**config.mk**
```make
export PLATFORM = sky130hd
export DESIGN_NAME = cist_ctrl
export DESIGN_NICKNAME = d
export VERILOG_FILES = /design/src/rtl/cist_pkg.sv /design/src/rtl/cist_ctrl.sv
export SDC_FILE = /design/constraint.sdc
export NUM_CORES = 1
export LEC_CHECK = 0
export ABC_AREA = 1
export ABC_CLOCK_PERIOD_IN_PS = 2600
export BUFFER_PORTS_ARGS = -buffer_cell sky130_fd_sc_hd__buf_4
export CORE_MARGIN = 2
export CORE_UTILIZATION = 30
export DETAILED_ROUTE_END_ITERATION = 10
export GPL_TIMING_DRIVEN = 0
export PLACE_DENSITY = 0.51
export SETUP_SLACK_MARGIN = 0.5
export SLEW_MARGIN = 20
export SYNTH_ARGS = -nofsm -noshare
export SYNTH_HDL_FRONTEND = slang
export SYNTH_SLANG_ARGS = --single-unit
```
**constraint.sdc**
```tcl
create_clock -name clk -period 2.6 [get_ports clk]
set_input_delay 0 -clock clk [delete_from_list [all_inputs] [get_ports clk]]
set_output_delay 0 -clock clk [all_outputs]
set_load 0.01 [all_outputs]
```
**src/rtl/cist_pkg.sv**
```systemverilog
// Package for the CAN identifier statistics table.
// Shared types, command/status codes and sizes. No dependencies.
package cist_pkg;

    localparam int TABLE_DEPTH      = 128;
    localparam int LOG_SIZE         = 256;
    localparam int TIDX_W           = $clog2(TABLE_DEPTH);
    localparam int LIDX_W           = $clog2(LOG_SIZE);
    localparam int TFILL_W          = $clog2(TABLE_DEPTH + 1);
    localparam int LFILL_W          = $clog2(LOG_SIZE + 1);

    localparam logic [2:0] CMD_FRAME     = 3'd0;
    localparam logic [2:0] CMD_CLEAR_ALL = 3'd1;
    localparam logic [2:0] CMD_CLEAR_LOG = 3'd2;
    localparam logic [2:0] CMD_READ_TAB  = 3'd3;
    localparam logic [2:0] CMD_READ_LOG  = 3'd4;

    localparam logic [2:0] ST_NEW     = 3'd0;
    localparam logic [2:0] ST_EXIST   = 3'd1;
    localparam logic [2:0] ST_FULL    = 3'd2;
    localparam logic [2:0] ST_REMOTE  = 3'd3;
    localparam logic [2:0] ST_CLEARED = 3'd4;
    localparam logic [2:0] ST_TREAD   = 3'd5;
    localparam logic [2:0] ST_LREAD   = 3'd6;
    localparam logic [2:0] ST_BAD     = 3'd7;

    localparam logic CFG_WATCH_ENABLE = 1'b0;
    localparam logic CFG_WATCH_ID     = 1'b1;

    typedef struct packed {
        logic [2:0]  cmd;
        logic [28:0] frame_id;
        logic [3:0]  length_code;
        logic [63:0] payload;
        logic        remote_frame;
        logic [31:0] time_ms;
        logic [7:0]  read_index;
    } in_item_t;

    typedef struct packed {
        logic [2:0]  status;
        logic [28:0] entry_id;
        logic [3:0]  entry_length;
        logic [31:0] entry_count;
        logic [31:0] first_time;
        logic [31:0] last_time;
        logic [63:0] last_payload;
        logic [7:0]  chg_mask;
        logic [63:0] low_bytes;
        logic [63:0] high_bytes;
        logic [31:0] total_frames;
        logic [8:0]  fill_count;
    } out_item_t;

    typedef struct packed {
        logic [28:0] entry_id;
        logic [3:0]  entry_length;
        logic [31:0] entry_count;
        logic [31:0] first_time;
        logic [31:0] last_time;
        logic [63:0] last_payload;
        logic [7:0]  chg_mask;
        logic [63:0] low_bytes;
        logic [63:0] high_bytes;
    } entry_t;

    typedef struct packed {
        logic [31:0] log_time;
        logic [3:0]  log_length;
        logic [63:0] log_payload;
    } log_rec_t;

    // controller -> datapath
    typedef struct packed {
        logic              load;        // capture input item
        logic              tab_rd;      // read table at tab_addr
        logic [TIDX_W-1:0] tab_addr;
        logic              upd;         // compute updated entry from read data
        logic              tab_wr;      // write updated entry back
        logic              new_ent;     // treat read data as fresh entry
        logic              log_rd;      // read log at computed position
        logic              log_wr;      // append log record
        logic              res_load;    // build result
        logic [2:0]        res_status;
    } cmd_t;

    // datapath -> controller
    typedef struct packed {
        logic id_match;
        logic differs;
    } sts_t;

    function automatic logic [63:0] len_mask(input logic [3:0] len);
        logic [63:0] m;
        m = '0;
        for (int i = 0; i < 8; i++) begin
            if (4'(i) < len) m[8*i +: 8] = 8'hFF;
        end
        return m;
    endfunction

endpackage

```
**src/rtl/cist_ctrl.sv**
```systemverilog
// Controller: sequences search, update, log append and result handoff.
// Holds table/log fill counters and the frame total. Depends on cist_pkg.
module cist_ctrl
(
    input  logic                clk,
    input  logic                rst_n,
    input  logic                in_valid,
    output logic                in_stall,
    input  cist_pkg::in_item_t  in_item,
    output logic                out_valid,
    input  logic                out_stall,
    input  logic                watch_enable,
    input  logic [28:0]         watch_id,
    output cist_pkg::cmd_t      cmd,
    input  cist_pkg::sts_t      sts,
    output logic [31:0]         frame_total,
    output logic [cist_pkg::TFILL_W-1:0] table_fill,
    output logic [cist_pkg::LIDX_W-1:0]  log_pos,
    output logic [cist_pkg::LFILL_W-1:0] log_fill
);

    localparam logic [2:0] S_IDLE   = 3'd0;
    localparam logic [2:0] S_SEARCH = 3'd1;
    localparam logic [2:0] S_CHECK  = 3'd2;
    localparam logic [2:0] S_UPD    = 3'd3;
    localparam logic [2:0] S_WRITE  = 3'd4;
    localparam logic [2:0] S_READ   = 3'd5;
    localparam logic [2:0] S_RESULT = 3'd6;

    logic [2:0]  state_reg, state_next;
    logic [cist_pkg::TFILL_W-1:0] addr_reg, addr_next;
    logic        found_reg, found_next;
    logic [2:0]  status_reg, status_next;
    logic        busy_out_reg, busy_out_next;
    logic [31:0] total_reg, total_next;
    logic [cist_pkg::TFILL_W-1:0] fill_reg, fill_next;
    logic [cist_pkg::LIDX_W-1:0]  lpos_reg, lpos_next;
    logic [cist_pkg::LFILL_W-1:0] lfill_reg, lfill_next;
    logic [28:0] id_reg;
    logic        accept;

    assign in_stall  = (state_reg != S_IDLE);
    assign accept    = in_valid && !in_stall;
    assign out_valid = busy_out_reg;

    always_ff @(posedge clk)
    begin
        if (accept) id_reg <= in_item.frame_id;
    end

    always_comb
    begin
        state_next  = state_reg;
        addr_next   = addr_reg;
        found_next  = found_reg;
        status_next = status_reg;
        busy_out_next = busy_out_reg && out_stall;
        total_next  = total_reg;
        fill_next   = fill_reg;
        lpos_next   = lpos_reg;
        lfill_next  = lfill_reg;
        cmd         = '0;
        cmd.tab_addr   = addr_reg[cist_pkg::TIDX_W-1:0];
        cmd.res_status = status_reg;
        unique case (state_reg)
            S_IDLE:
            begin
                cmd.load = accept;
                if (accept)
                begin
                    addr_next  = '0;
                    found_next = 1'b0;
                    state_next = S_RESULT;
                    case (in_item.cmd)
                        cist_pkg::CMD_FRAME:
                            if (in_item.remote_frame)
                                status_next = cist_pkg::ST_REMOTE;
                            else
                            begin
                                if (total_reg != 32'hFFFF_FFFF)
                                    total_next = total_reg + 32'd1;
                                state_next = S_SEARCH;
                            end
                        cist_pkg::CMD_CLEAR_ALL:
                        begin
                            fill_next = '0; total_next = '0;
                            lpos_next = '0; lfill_next = '0;
                            status_next = cist_pkg::ST_CLEARED;
                        end
                        cist_pkg::CMD_CLEAR_LOG:
                        begin
                            lpos_next = '0; lfill_next = '0;
                            status_next = cist_pkg::ST_CLEARED;
                        end
                        cist_pkg::CMD_READ_TAB:
                            if (cist_pkg::TFILL_W'(in_item.read_index) < fill_reg &&
                                {1'b0, in_item.read_index} < 9'(cist_pkg::TABLE_DEPTH))
                            begin
                                addr_next   = cist_pkg::TFILL_W'(in_item.read_index);
                                status_next = cist_pkg::ST_TREAD;
                                state_next  = S_READ;
                            end
                            else
                                status_next = cist_pkg::ST_BAD;
                        cist_pkg::CMD_READ_LOG:
                            if (cist_pkg::LFILL_W'(in_item.read_index) < lfill_reg)
                            begin
                                status_next = cist_pkg::ST_LREAD;
                                state_next  = S_READ;
                            end
                            else
                                status_next = cist_pkg::ST_BAD;
                        default:
                            status_next = cist_pkg::ST_BAD;
                    endcase
                end
            end
            S_SEARCH:
            begin
                // one table entry read per pass
                if (addr_reg < fill_reg)
                begin
                    cmd.tab_rd = 1'b1;
                    state_next = S_CHECK;
                end
                else if (fill_reg == cist_pkg::TFILL_W'(cist_pkg::TABLE_DEPTH))
                begin
                    status_next = cist_pkg::ST_FULL;
                    state_next  = S_RESULT;
                end
                else
                begin
                    fill_next  = fill_reg + 1'b1;
                    state_next = S_UPD;
                end
            end
            S_CHECK:
                if (sts.id_match)
                begin
                    found_next = 1'b1;
                    state_next = S_UPD;
                end
                else
                begin
                    addr_next  = addr_reg + 1'b1;
                    state_next = S_SEARCH;
                end
            S_UPD:
            begin
                cmd.upd     = 1'b1;
                cmd.new_ent = !found_reg;
                status_next = found_reg ? cist_pkg::ST_EXIST : cist_pkg::ST_NEW;
                state_next  = S_WRITE;
            end
            S_WRITE:
            begin
                cmd.tab_wr = 1'b1;
                if (watch_enable && id_reg == watch_id && sts.differs)
                begin
                    cmd.log_wr = 1'b1;
                    lpos_next  = lpos_reg + 1'b1;
                    if (lfill_reg != cist_pkg::LFILL_W'(cist_pkg::LOG_SIZE))
                        lfill_next = lfill_reg + 1'b1;
                end
                state_next = S_RESULT;
            end
            S_READ:
            begin
                cmd.tab_rd = 1'b1;
                cmd.log_rd = 1'b1;
                state_next = S_RESULT;
            end
            S_RESULT:
                if (!busy_out_reg || !out_stall)
                begin
                    cmd.res_load  = 1'b1;
                    busy_out_next = 1'b1;
                    state_next    = S_IDLE;
                end
            default:
                state_next = S_IDLE;
        endcase
    end

    always_ff @(posedge clk or negedge rst_n)
    begin
        if (!rst_n)
        begin
            state_reg    <= S_IDLE;
            addr_reg     <= '0;
            found_reg    <= 1'b0;
            status_reg   <= cist_pkg::ST_BAD;
            busy_out_reg <= 1'b0;
            total_reg    <= '0;
            fill_reg     <= '0;
            lpos_reg     <= '0;
            lfill_reg    <= '0;
        end
        else
        begin
            state_reg    <= state_next;
            addr_reg     <= addr_next;
            found_reg    <= found_next;
            status_reg   <= status_next;
            busy_out_reg <= busy_out_next;
            total_reg    <= total_next;
            fill_reg     <= fill_next;
            lpos_reg     <= lpos_next;
            lfill_reg    <= lfill_next;
        end
    end

    assign frame_total = total_reg;
    assign table_fill  = fill_reg;
    assign log_pos     = lpos_reg;
    assign log_fill    = lfill_reg;

endmodule

```
==> run metrics, run 1 <==
status=finished clean; Placer Congestion=0.901; drt pass-1 iters=5; Final setup viols=0; Worst Path Max Fanout=4; FF-to-FF setup slack=0.56 ns; clock skew=0.0127 ns; Post-synth EDFFs=29; reg2reg path depth=12; share of the synthesized area in the top cell type=0.245; critical path launch point type=flop; fin util=0.406; Starting Density=0.305; fillcell total=2547; cell with the most instances after synthesis=nand2_1; Synthesis Warnings=0; crit-path cells=inv_2, ha_1, a21oi_1, nor2_1, a211oi_2, nand3_2, o21ai_1, buf_4; Worst setup EP type=output pin; Max-slew headroom=0.484; Core ar.=0.0234 mm2; dpl ws=-0.157 ns; worst-margin pin slew=0.774 ns; chip width=158 um; IO buf count=153; largest net degree at the start of global routing=74; reg2reg start=table_fill[5]$_DFFE_PN0P_; Sw Share=0.411; Root Driver=clkbuf_16; WP data required=2.60 ns; fin crit share=0.795; list of most frequent post-synthesis cells=330 x nand2_1, 129 x inv_1, 100 x nor2_1, 83 x nand3_1, 70 x dfrtp_1; max-cap violations=0; CTS tree=done; initial drt markers=439; Peak Freq=484 MHz; unrepaired setup endpoints after global routing=true; Post-Route WL=22.3 mm; vias in the first global route=6742; Syn Area/Cell=7.08 um2; FF+latch count, synth=102; Synth async-reset ratio=0.716; total clock sinks=102; Max Buffers Root-to-Sink=2; Layout area overhead=33.1%; die footprint=0.0250 mm2; Final Max Tran Viols=0; Worst Hold Endpoint=status_reg[2]$_DFFE_PN1P_; Post-Synthesis Cell Area=0.00714 mm2; Static Leak=4.50 nW; hold path start=in_item[140]; Cell Rows=56; Main synth FF type=dfrtp_1; nets@finish=1423; flip-flop count of the largest register after layout=32; Worst Hold Depth=3; first-pass GRT wire length=35.7 mm; register area share after synthesis=0.378; worst skew pair latency=0.36 ns; Top Ports=254; Avg WL per Cell=14.5 um; total grt overflow=0; combinational share of power=0.420; # DRC=0; Synth cell types=46; HPWL Detailed=16.6 mm; HP Class=in -> reg; Die Height=158 um; Int Power=3.75 mW; Reg clk slew, reported paths=0.09 ns; final setup margin=0.533 ns; peak supply drop=326 uV; layout cells sized above 1=0.231; Reg power frac=0.360; Final ANT Viol Nets=0; Synthesized Nets=1213; Mapped Cells=1008; Vias per Instance=4.53; Register Area=0.00272 mm2; H-tree Lvls=3; multi-input logic area=0.00382 mm2; total chip power=6.37 mW; Psw=2.62 mW; Slowest cell on crit path=dfrtp_1; antenna cell count=0; Crit path largest cell delay=0.41 ns; reg2reg end=table_fill[7]$_DFFE_PN0P_; Crit Path Class=reg -> out; Clock power frac=0.220; Num CTS Buffers=9; crit path DAT=2.07 ns; GRT Total Usage=0.184; final hold violations=0; power density over the cells=670 mW/mm2; via count=6985; final worst path period need=2.07 ns; top post-synthesis cells by area=dfrtp_1 25%, nand2_1 17%, edfxtp_1 12%, inv_1 6.8%, nand3_1 5.8%; biggest area consumer among synthesized cells=dfrtp_1; initial antenna violation count=0
-- layout by cell type (no fill, tap or decap), drive strengths merged --
master	netlist	layout
a211oi	2	2
a21o	3	3
a21oi	20	20
a22oi	2	2
and3	3	3
buf	17	180
clkbuf	4	13
clkinv	1	3
clkinvlp	0	1
dfrtp	70	70
dfstp	3	3
dlygate4sd3	0	35
edfxtp	29	29
ha	28	28
inv	140	144
nand2	338	338
nand3	84	84
nand3b	4	4
nand4	18	18
nor2	107	108
nor3	16	16
nor3b	2	2
nor4	4	4
o21ai	64	64
o21bai	1	1
o31ai	3	3
or2	15	15
xnor2	11	11
xor2	19	19
-- metrics by stage --
| step | area [um2] | hold WS, ns | TNS, ns | std cells |
|---|---|---|---|---|
| after detailed placement | 8700 | 0.180 | -3.64 | 1480 |
| after global routing | 9500 | 0.0343 | 0 | 1542 |
| after floorplan | 7150 | -0.296 | 0 | 1008 |
| final | 9500 | 0.0251 | 0 | 1542 |
| after CTS | 9420 | 0.00606 | 0 | 1536 |
| after global placement | 8700 | 0.179 | -4.44 | 1480 |
-- area by class of cell --
cell class,instances,area share
Multi-Input combinational cell,745,0.402
Sequential cell,102,0.286
Timing Repair Buffer,198,0.166
Inverter,141,0.0567
Tap cell,319,0.0420
Clock buffer,9,0.0237
Buffer,21,0.0169
Clock inverter,7,0.00685
-- worst max-delay path: cells and delay by family, from the launching register on --
kind / cells / cell delay, ns
buffers and inverters: 2 / 0.24
adder cells (fa/ha/maj): 1 / 0.29
AND/OR/NAND/NOR: 2 / 0.20
AO/OA/AOI/OAI: 3 / 0.56
flip-flops: 1 / 0.41
-- worst max path at each step --
stage / cells after the start / from / slack [ns] / endpoint
after floorplan: 9 / state_reg[0]$_DFFE_PN0P_ / 0.48 / frame_total[21]$_DFFE_PN0P_
after global placement: 9 / state_reg[2]$_DFFE_PN0P_ / -0.17 / frame_total[19]$_DFFE_PN0P_
after detailed placement: 8 / state_reg[2]$_DFFE_PN0P_ / -0.16 / frame_total[15]$_DFFE_PN0P_
after CTS: 8 / table_fill[5]$_DFFE_PN0P_ / 0.50 / cmd[16]
after global routing: 12 / table_fill[5]$_DFFE_PN0P_ / 0.46 / table_fill[6]$_DFFE_PN0P_
final: 8 / table_fill[5]$_DFFE_PN0P_ / 0.53 / cmd[16]
-- power by group through the flow --
stage | Sequential [mW] | Combinational [mW] | Clock [mW]
floorplan | 2.29 | 1.58 | 0
global placement | 2.33 | 2.44 | 0
detailed placement | 2.33 | 2.46 | 0
CTS | 2.29 | 2.63 | 1.46
global route | 2.34 | 3.01 | 1.52
finish | 2.29 | 2.67 | 1.40
-- layer usage --
metal / global-route usage / wire length, um
met4: 0.0450 / 216
met1: 0.264 / 11100
met3: 0.0234 / 1050
met2: 0.294 / 9950
met5: 0 / 0
-- kinds of logic after synthesis --
kind of cell / synth area share
buffers and inverters: 0.0971
AOI/OAI and AO/OA: 0.0797
xor gates and xnor gates: 0.0368
and+or+nand+nor: 0.359
DFF: 0.378
adders and majority gates: 0.0491
-- timing repair --
action                     in CTS  in global routing
hold endpoints to repair      107                  0
hold buffers                   35                  0
resized for setup              12                 19
buffers inserted                4                  6
pin swaps                       3                  3
setup endpoints to repair      51                 45
gates cloned                    1                  0
(Power assumes the default switching activity.)
==> inputs of run 2 (changes only) <==
--- a/config.mk
+++ b/config.mk
@@ -5,14 +5,14 @@
 export SDC_FILE = /design/constraint.sdc
 export NUM_CORES = 1
 export LEC_CHECK = 0
-export ABC_AREA = 1
-export ABC_CLOCK_PERIOD_IN_PS = 2600
+export ABC_AREA = 0
+export ABC_CLOCK_PERIOD_IN_PS = 2100
 export BUFFER_PORTS_ARGS = -buffer_cell sky130_fd_sc_hd__buf_4
 export CORE_MARGIN = 2
 export CORE_UTILIZATION = 30
 export DETAILED_ROUTE_END_ITERATION = 10
 export GPL_TIMING_DRIVEN = 0
-export PLACE_DENSITY = 0.51
+export PLACE_DENSITY = 0.53
 export SETUP_SLACK_MARGIN = 0.5
 export SLEW_MARGIN = 20
 export SYNTH_ARGS = -nofsm -noshare
==> constraint.sdc (replaced) <==
create_clock -name clk -period 2.1 [get_ports clk]
set_input_delay 0 -clock clk [delete_from_list [all_inputs] [get_ports clk]]
set_output_delay 0 -clock clk [all_outputs]
set_load 0.01 [all_outputs]
==> run 2 against run 1 <==
Against the previous run:
- the flow now finishes with violations (setup timing)
- first-iteration DRC count fell by 39%
- die area fell by 18%
- area after synthesis shrank 18%
- synthesized cell count is 40% lower
- clock skew fell by 0.0057 ns
- sequential cell count stayed put
- sequential power is 24% higher
- clock power increased by 23%
- setup slack lost 1.0 ns
- highest routed layer unchanged
==> run metrics, run 2 <==
final setup margin=-0.491 ns; Slowest cell on crit path=dfrtp_1; Post-Synthesis Cell Area=0.00583 mm2; Buf/Inv on CP=5; Final ANT Viol Nets=0; flip-flop count of the largest register after layout=32; Avg WL per Cell=16.7 um; Synthesis Warnings=0; die footprint=0.0206 mm2; Layout area overhead=66.6%; most frequent cells in the layout=212 x buf_4, 69 x nor2_1, 56 x dfrtp_1; FF-to-FF setup slack=-0.49 ns; nets@finish=1102; power density over the cells=902 mW/mm2; Highest Signal Layer=met4; Met3 Wirelength=1.06 mm; Reg power frac=0.326; Final Max Tran Viols=0; Sw Share=0.369; Die Height=143 um; IO buf count=151; Starting Density=0.308; chip width=143 um; Metal-1 WL=8.79 mm; Synth async-reset ratio=0.716; met2 WL=9.35 mm; Int Power=5.53 mW; post-synthesis xor/xnor area fraction=0.0992; Placer Congestion=0.880; top post-synthesis cells by area=dfrtp_1 30%, edfxtp_1 15%, ha_1 6.0%, xnor2_1 5.7%, nor2_1 5.6%; Clock power frac=0.197; total grt overflow=0; Synth cell types=60; Synthesized Nets=808; antenna cell count=0; Mapped Cells=603; Core ar.=0.0189 mm2; critical path launch point type=flop; multiplexer share of the synthesized area=0.0112; Top Ports=254; drt pass-1 iters=4; worst-margin pin slew=0.978 ns; fin crit share=1.23; via count=5624; failing checks=setup timing; delay-heaviest family, CP=simple AND/OR/NAND/NOR gates; # DRC=0; HP Class=in -> reg; CTS tree=done; Final setup viols=94; list of most frequent post-synthesis cells=87 x nor2_1, 70 x dfrtp_1, 43 x nand2_1, 38 x xnor2_1; Worst Hold Endpoint=addr_reg[2]$_DFFE_PN0P_; Syn Area/Cell=9.67 um2; total clock sinks=102; final non-filler cell total=1162; combinational share of power=0.477; largest family of logic cells by synthesized area=simple AND/OR/NAND/NOR gates; Max Buffers Root-to-Sink=2; Most common cell on crit path=or3_4; total chip power=8.75 mW; final hold violations=0; layout cells sized above 1=0.456; Static Leak=4.37 nW; final worst path period need=2.59 ns; Post-Route WL=19.4 mm; register area share after synthesis=0.464; Worst setup EP type=flop; first-pass GRT wire length=29.8 mm; crit path DAT=2.88 ns; Vias per Instance=4.84; Main synth FF type=dfrtp_1; Crit Path Class=reg -> reg; worst skew pair latency=0.35 ns; initial drt markers=266; Post-synth EDFFs=29; dpl ws=-0.719 ns; GRT Total Usage=0.187; adder-cell share of the synthesized area=0.0601; Reg clk slew, reported paths=0.07 ns; reg2reg end=frame_total[19]$_DFFE_PN0P_; initial antenna violation count=0; Placed Cells=1014; max-cap violations=0; Root Driver=clkbuf_16; WP data required=2.39 ns; clock skew=0.00699 ns; setup TNS=-17.40 ns; Peak Freq=386 MHz; share of the synthesized area in the top cell type=0.301; reg2reg start=state_reg[0]$_DFFE_PN0P_; reg2reg path depth=11; crit-path cells=or3_4, or2_4, buf_12, clkinv_16, nand3_4, or3_4, buf_6, buf_4, buf_8, or3_4, a21oi_2; vias in the first global route=5776; HPWL Detailed=13.1 mm; hold path start=in_item[2]; Crit path largest cell delay=0.43 ns; biggest area consumer among synthesized cells=dfrtp_1; Max-slew headroom=0.348; status=finished with violations; Psw=3.23 mW; Worst Path Max Fanout=5; Cell Rows=50; Worst Hold Depth=3; H-tree Lvls=3; Num CTS Buffers=9; largest net degree at the start of global routing=74; final hold slack=0.0118 ns; cell with the most instances after synthesis=nor2_1; FF+latch count, synth=102; unrepaired setup endpoints after global routing=true; most common cell after layout, fill and taps aside=buf_4; Compound-Gate Fraction of Synth Area=0.0882; post-synthesis simple-gate area fraction=0.234; peak supply drop=473 uV
run 2: cell types whose count changed in the layout (fill, tap and decap cells not counted), sizes merged, moves of 8 or more:
| cell | change |
|---|---|
| nand2 | -295 |
| inv | -115 |
| buf | +79 |
| nand3 | -54 |
| o21ai | -50 |
| xnor2 | +27 |
| nor2 | -20 |
| or2 | -12 |
| nand2b | +9 |
| or3 | +9 |
| xor2 | +9 |
| nor4 | +8 |
run 2: cell type report:
cell class                      count  area [um2]
Clock inverter                      6        61.3
Multi-Input combinational cell    447        3490
Timing Repair inverter              3        62.6
Timing Repair Buffer              280        2430
Sequential cell                   102        2720
Tap cell                          260         325
Clock buffer                       10         229
Inverter                           29         140
Buffer                             25         256
Fill cell                        1719        9190
run 2: power by group through the flow:
stage / registers [mW] / logic [mW] / clock network (mW)
final: 2.85 / 4.18 / 1.72
after global routing: 2.91 / 4.54 / 1.85
after CTS: 2.84 / 3.85 / 1.77
after detailed placement: 2.92 / 2.98 / 0
after global placement: 2.91 / 2.92 / 0
after floorplan: 2.91 / 1.80 / 0
run 2: kinds of logic after synthesis:
logic type                 count (synthesis)
DFF                                      102
and+or+nand+nor                          271
xor gates and xnor gates                  66
buffers and inverters                     54
muxes                                      6
adders and majority gates                 28
AOI/OAI and AO/OA                         76
run 2: repair_timing:
action	CTS	global route
hold buffers	37	0
setup buffers	58	32
setup endpoints to repair	108	108
resized for setup	137	78
gates cloned	4	1
hold endpoints to repair	106	0
pin swaps	56	37
run 2: worst register-to-register path, delay by kind of cell, from the launching register on:
kind	cells	cell delay, ns
AO/OA/AOI/OAI	1	0.13
buffers and inverters	5	0.56
flip-flops	1	0.43
AND/OR/NAND/NOR	5	1.40
run 2: worst max path at each step:
stage / start / end / slack (ns) / cells after the start
global route: state_reg[1]$_DFFE_PN0P_ / frame_total[29]$_DFFE_PN0P_ / -0.58 / 12
finish: state_reg[0]$_DFFE_PN0P_ / frame_total[19]$_DFFE_PN0P_ / -0.49 / 11
detailed placement: state_reg[1]$_DFFE_PN0P_ / frame_total[31]$_DFFE_PN0P_ / -0.72 / 12
global placement: state_reg[1]$_DFFE_PN0P_ / frame_total[31]$_DFFE_PN0P_ / -0.68 / 12
CTS: state_reg[1]$_DFFE_PN0P_ / frame_total[31]$_DFFE_PN0P_ / -0.51 / 12
floorplan: state_reg[1]$_DFFE_PN0P_ / frame_total[31]$_DFFE_PN0P_ / -0.47 / 12
run 2: metal layers:
layer | global-route usage | up-vias
li1 | - | 2728
met1 | 0.250 | 2704
met2 | 0.304 | 173
met3 | 0.0420 | 19
met4 | 0.0501 | 0
met5 | 0 | -
run 2: metrics by stage:
step / area [um2] / util
global placement: 7450 / 0.394
floorplan: 5990 / -
finish: 9710 / 0.514
detailed placement: 7450 / 0.394
CTS: 9160 / 0.485
global route: 9710 / 0.514
